### config.mk
export PLATFORM = sky130hd
export DESIGN_NAME = spc_mac
export DESIGN_NICKNAME = d
export VERILOG_FILES = /design/src/rtl/spc_pkg.sv /design/src/rtl/spc_mac.sv
export SDC_FILE = /design/constraint.sdc
export NUM_CORES = 1
export LEC_CHECK = 0
export BUFFER_PORTS_ARGS = -buffer_cell sky130_fd_sc_hd__buf_2
export CAP_MARGIN = 20
export CORE_ASPECT_RATIO = 0.9
export CORE_MARGIN = 3
export CORE_UTILIZATION = 50
export DETAILED_ROUTE_END_ITERATION = 6
export PLACE_DENSITY_LB_ADDON = 0.25
export SETUP_SLACK_MARGIN = 0.05
export SKIP_LAST_GASP = 1
export SLEW_MARGIN = 20
export SYNTH_ARGS = -nofsm -noshare
export SYNTH_HDL_FRONTEND = slang
export SYNTH_SLANG_ARGS = --single-unit
### constraint.sdc
create_clock -name clk -period 6.7 [get_ports clk]
set_input_delay 1.34 -clock clk [delete_from_list [all_inputs] [get_ports clk]]
set_output_delay 1.34 -clock clk [all_outputs]
set_load 0.1 [all_outputs]
### src/rtl/spc_pkg.sv
// ----------------------------------------------------------------------------
// spc_pkg
// Shared types and widths for the star polygon point containment core.
// ----------------------------------------------------------------------------
package spc_pkg;

    localparam int COORD_W = 16;
    localparam int DIFF_W  = 17;
    localparam int PROD_W  = 34;
    localparam int SUM_W   = 35;
    localparam int RSQ_W   = 32;
    localparam int ACC_W   = 72;
    localparam int CIDX_W  = 2;
    localparam int STEP_W  = 3;

    localparam logic [CIDX_W-1:0] REG_CENTER_X     = 2'd0;
    localparam logic [CIDX_W-1:0] REG_CENTER_Y     = 2'd1;
    localparam logic [CIDX_W-1:0] REG_INNER_RADIUS = 2'd2;
    localparam logic [CIDX_W-1:0] REG_OUTER_RADIUS = 2'd3;

    localparam logic [1:0] OP_CLEAR  = 2'd0;
    localparam logic [1:0] OP_APPEND = 2'd1;
    localparam logic [1:0] OP_QUERY  = 2'd2;

    localparam logic [1:0] DEC_INNER    = 2'd0;
    localparam logic [1:0] DEC_OUTER    = 2'd1;
    localparam logic [1:0] DEC_TRIANGLE = 2'd2;
    localparam logic [1:0] DEC_NO_EDGE  = 2'd3;

    typedef enum logic [3:0] {
        ST_IDLE,
        ST_RADIUS,
        ST_COMPARE,
        ST_WALK,
        ST_TRI_DIFF,
        ST_TRI_PROD,
        ST_TRI_SUM,
        ST_MUL_LOAD,
        ST_MUL_RUN,
        ST_FINAL
    } state_t;

endpackage

### src/rtl/spc_mac.sv
// ----------------------------------------------------------------------------
// spc_mac
// Shift-add multiply-accumulate: acc +/-= a * b, one multiplier bit a cycle.
// ----------------------------------------------------------------------------
module spc_mac
    import spc_pkg::*;
(
    input  logic                    clk,
    input  logic                    rst_n,
    input  logic                    start,
    input  logic                    clr,
    input  logic                    sub,
    input  logic signed [SUM_W-1:0] a,
    input  logic signed [SUM_W-1:0] b,
    output logic                    busy,
    output logic signed [ACC_W-1:0] acc
);

    logic                    run_reg;
    logic                    run_next;
    logic signed [ACC_W-1:0] mcand_reg;
    logic signed [ACC_W-1:0] mcand_next;
    logic        [SUM_W-1:0] mplier_reg;
    logic        [SUM_W-1:0] mplier_next;
    logic signed [ACC_W-1:0] acc_reg;
    logic signed [ACC_W-1:0] acc_next;
    logic signed [ACC_W-1:0] a_ext;
    logic                    neg;

    always_comb
    begin
        a_ext       = ACC_W'(a);
        neg         = b[SUM_W-1] ^ sub;
        run_next    = run_reg;
        mcand_next  = mcand_reg;
        mplier_next = mplier_reg;
        acc_next    = acc_reg;
        if (start)
        begin
            run_next    = 1'b1;
            mcand_next  = neg ? -a_ext : a_ext;
            mplier_next = b[SUM_W-1] ? -b : b;
            if (clr)
            begin
                acc_next = '0;
            end
        end
        else if (run_reg)
        begin
            if (mplier_reg == '0)
            begin
                run_next = 1'b0;
            end
            else
            begin
                if (mplier_reg[0])
                begin
                    acc_next = acc_reg + mcand_reg;
                end
                mcand_next  = mcand_reg <<< 1;
                mplier_next = mplier_reg >> 1;
            end
        end
    end

    always_ff @(posedge clk or negedge rst_n)
    begin
        if (!rst_n)
        begin
            run_reg <= 1'b0;
        end
        else
        begin
            run_reg <= run_next;
        end
    end

    always_ff @(posedge clk)
    begin
        mcand_reg  <= mcand_next;
        mplier_reg <= mplier_next;
        acc_reg    <= acc_next;
    end

    assign busy = run_reg;
    assign acc  = acc_reg;

endmodule
==> results.yml <==
setup_path:
  worstReg2RegStart: "acc[0]"
  crit_type: "input port to register"
  ff2ff_path_depth: 13
  startpoint: "a[14]"
  critPathArrivalTime_ns: 4.30
  regToRegEndpoint: "acc[66]"
  worst-path-max-fanout: 18
  crit_path_end_kind: "register"
  cp_data_required_time_ns: 6.83
  cp-start-kind: "input port"
  rrSetupSlack_ns: 2.60
global_route:
  grt_pass1_wl_um: 49400
  antenna_found_initial: 4
  grt.overflow.total: 0
  grt_pass1_vias: 9722
  grt_use_total: 0.229
  grt_max_degree: 92
clock_tree:
  numCtsBuffers: 17
  clk_latency_ns: 0.44
  htreeDepth: 4
  cts_setup_buffers: 0
  cts_resized: 0
  clk_pin_slew_ns: 0.08
  holdBufCountCts: 0
  cts_root_buf: "clkbuf_16"
  clockBufferDepth: 2
  cts_tree: "yes"
  clock_sinks: 180
yosys:
  yosys.area.top_type_share: 0.434
  synth_edf_count: 179
  netlist_area_sq_um: 12400
  synth_top_area_cell: "edfxtp_1"
  avgSynthCellArea_sq_um: 9.32
  netlist_instances: 1328
  ys_ff_latch: 180
  synth-main-ff-cell: "edfxtp_1"
  synth.distinct_cells: 62
  synth_nets: 1477
  async_reset_ff_frac: 0.00556
  yosys_warnings: 0
  ys_seq_area_frac: 0.436
  synth_area_leaders: "edfxtp_1 43%, ha_1 7.4%, a21oi_1 6.6%"
sta:
  fin_tns_setup_ns: 0
  hold_violations: 0
  worst_slew_pin_slew_ns: 1.14
  fin_crit_ns: 4.16
  setup_viol: 0
  max_freq_ghz: 0.240
  final_max_slew_viol_count: 0
  period_share: 0.621
  rsz0062_at_grt: "false"
  fin_skew_ns: 0.0153
  timing.slew.headroom: 0.240
hold_path:
  hp-start: "mplier_reg[1]"
  holdPathEnd: "mplier_reg[0]"
  hold_depth: 1
  hold_path_class: "register to register"
route:
  ant_nets: 0
  drt-total-wl_um: 30800
  drtPass1Iterations: 5
  drt_iter0_drc: 957
  drc_errors: 0
  wire_per_inst_um: 17.6
  via_per_inst: 5.81
  vias: 10200
finish:
  nets: 1589
  finalInstanceArea_sq_um: 13900
  final_cell_mix: "201 x nor2_1, 179 x edfxtp_1, 164 x a21oi_1, 146 x buf_2, 93 x o21ai_0"
  syn2layout_area_growth_pct: 12.5
  drive_above_1_share: 0.148
  layout_commonest_cell: "nor2_1"
floorplanning:
  dieWidth_um: 172
  core_area_sq_um: 23900
  start_util: 0.519
  fp.dieH_um: 155
  placementRows: 53
  dieArea_sq_um: 26700
  io_pins: 148
placement:
  hpwl_um: 22800
  io_buffer_count: 147
  place.gp.congestion: 0.914
  placed_area_sq_um: 13300
outcome:
  run_status: "complete, no violations"
power_and_ir_drop:
  power_leakage_nw: 5.71
  ir_drop_v: 0.000222
  power-per-cell-area_nw_per_um2: 398
job:
  maxCapViolCount: 0
-- worst max path at each step --
| stage | end | slack (ns) |
|---|---|---|
| after floorplan | acc[0] | 1.31 |
| after global placement | mcand_reg[42] | 2.26 |
| after detailed placement | mcand_reg[50] | 2.08 |
| after CTS | mcand_reg[50] | 2.53 |
| after global routing | mcand_reg[64] | 2.17 |
| final | mcand_reg[70] | 2.54 |
-- per-layer routing --
| metal | track usage | share of wire | up-vias |
|---|---|---|---|
| met4 | 0.0585 | 0.018 | 6 |
| met2 | 0.362 | 0.45 | 302 |
| met3 | 0.0455 | 0.061 | 52 |
| met1 | 0.327 | 0.47 | 4766 |
| met5 | 0 | 0.0012 | - |
| li1 | - | - | 5080 |
-- worst max-delay path: stages --
cell	delay [ns]
buf_2	0.11
or4_4	0.56
nor4_2	0.18
and2b_1	0.17
nand2_1	0.11
or3_1	0.39
nor4_4	0.20
nand2_1	0.14
o21ai_1	0.23
nor2_1	0.08
o21ai_2	0.55
o21ai_0	0.23
-- per-stage QoR --
stage | hold slack (ns) | power (mW) | util | setup WS (ns) | instances
CTS | 0.598 | 5.54 | 0.583 | 2.53 | 1755
floorplan | 0.554 | 3.96 | - | 1.31 | 1328
detailed placement | 0.580 | 4.52 | 0.559 | 2.08 | 1723
global route | 0.621 | 5.86 | 0.583 | 2.17 | 1756
global placement | 0.576 | 4.49 | 0.559 | 2.26 | 1723
finish | 0.597 | 5.54 | 0.583 | 2.54 | 1756
-- cells in the mapped netlist (10+ instances only) --
library cell	n
nor2_1	201
nand4_1	21
o21ai_0	94
clkbuf_1	56
a21o_1	38
xnor2_1	59
nand3_1	13
nor4_1	15
a21oi_1	164
a211oi_1	12
o31ai_1	21
nor3_1	15
nand2b_1	14
ha_1	73
inv_1	55
nor2b_1	18
nand2_1	74
xor2_1	73
o21bai_1	12
edfxtp_1	179
a31oi_1	10
-- power by group --
| group | internal [mW] | leakage (nW) | total [mW] | switching (mW) |
|---|---|---|---|---|
| clock | 0.503 | 0.291 | 1.01 | 0.506 |
| sequential | 1.53 | 1.86 | 1.68 | 0.150 |
| combinational | 0.833 | 3.56 | 2.85 | 2.01 |
-- final cells by class --
class | count | area (sq um)
diodes | 1 | 2.50
clock buffers | 17 | 425
clock inverters | 15 | 155
fillers | 2168 | 9950
inverters | 55 | 206
multi-input cells | 1033 | 6570
flip-flops and latches | 180 | 5400
well taps | 302 | 378
repair buffers | 153 | 787
-- logic make-up after synthesis --
kind of cell	share of synthesized area
mux	0.00526
xor+xnor	0.0934
simple gates	0.161
fa+ha+maj	0.0754
compound gates	0.194
buf+inv	0.0351
flops	0.436
Note: power is estimated with default switching activity, not from simulation.
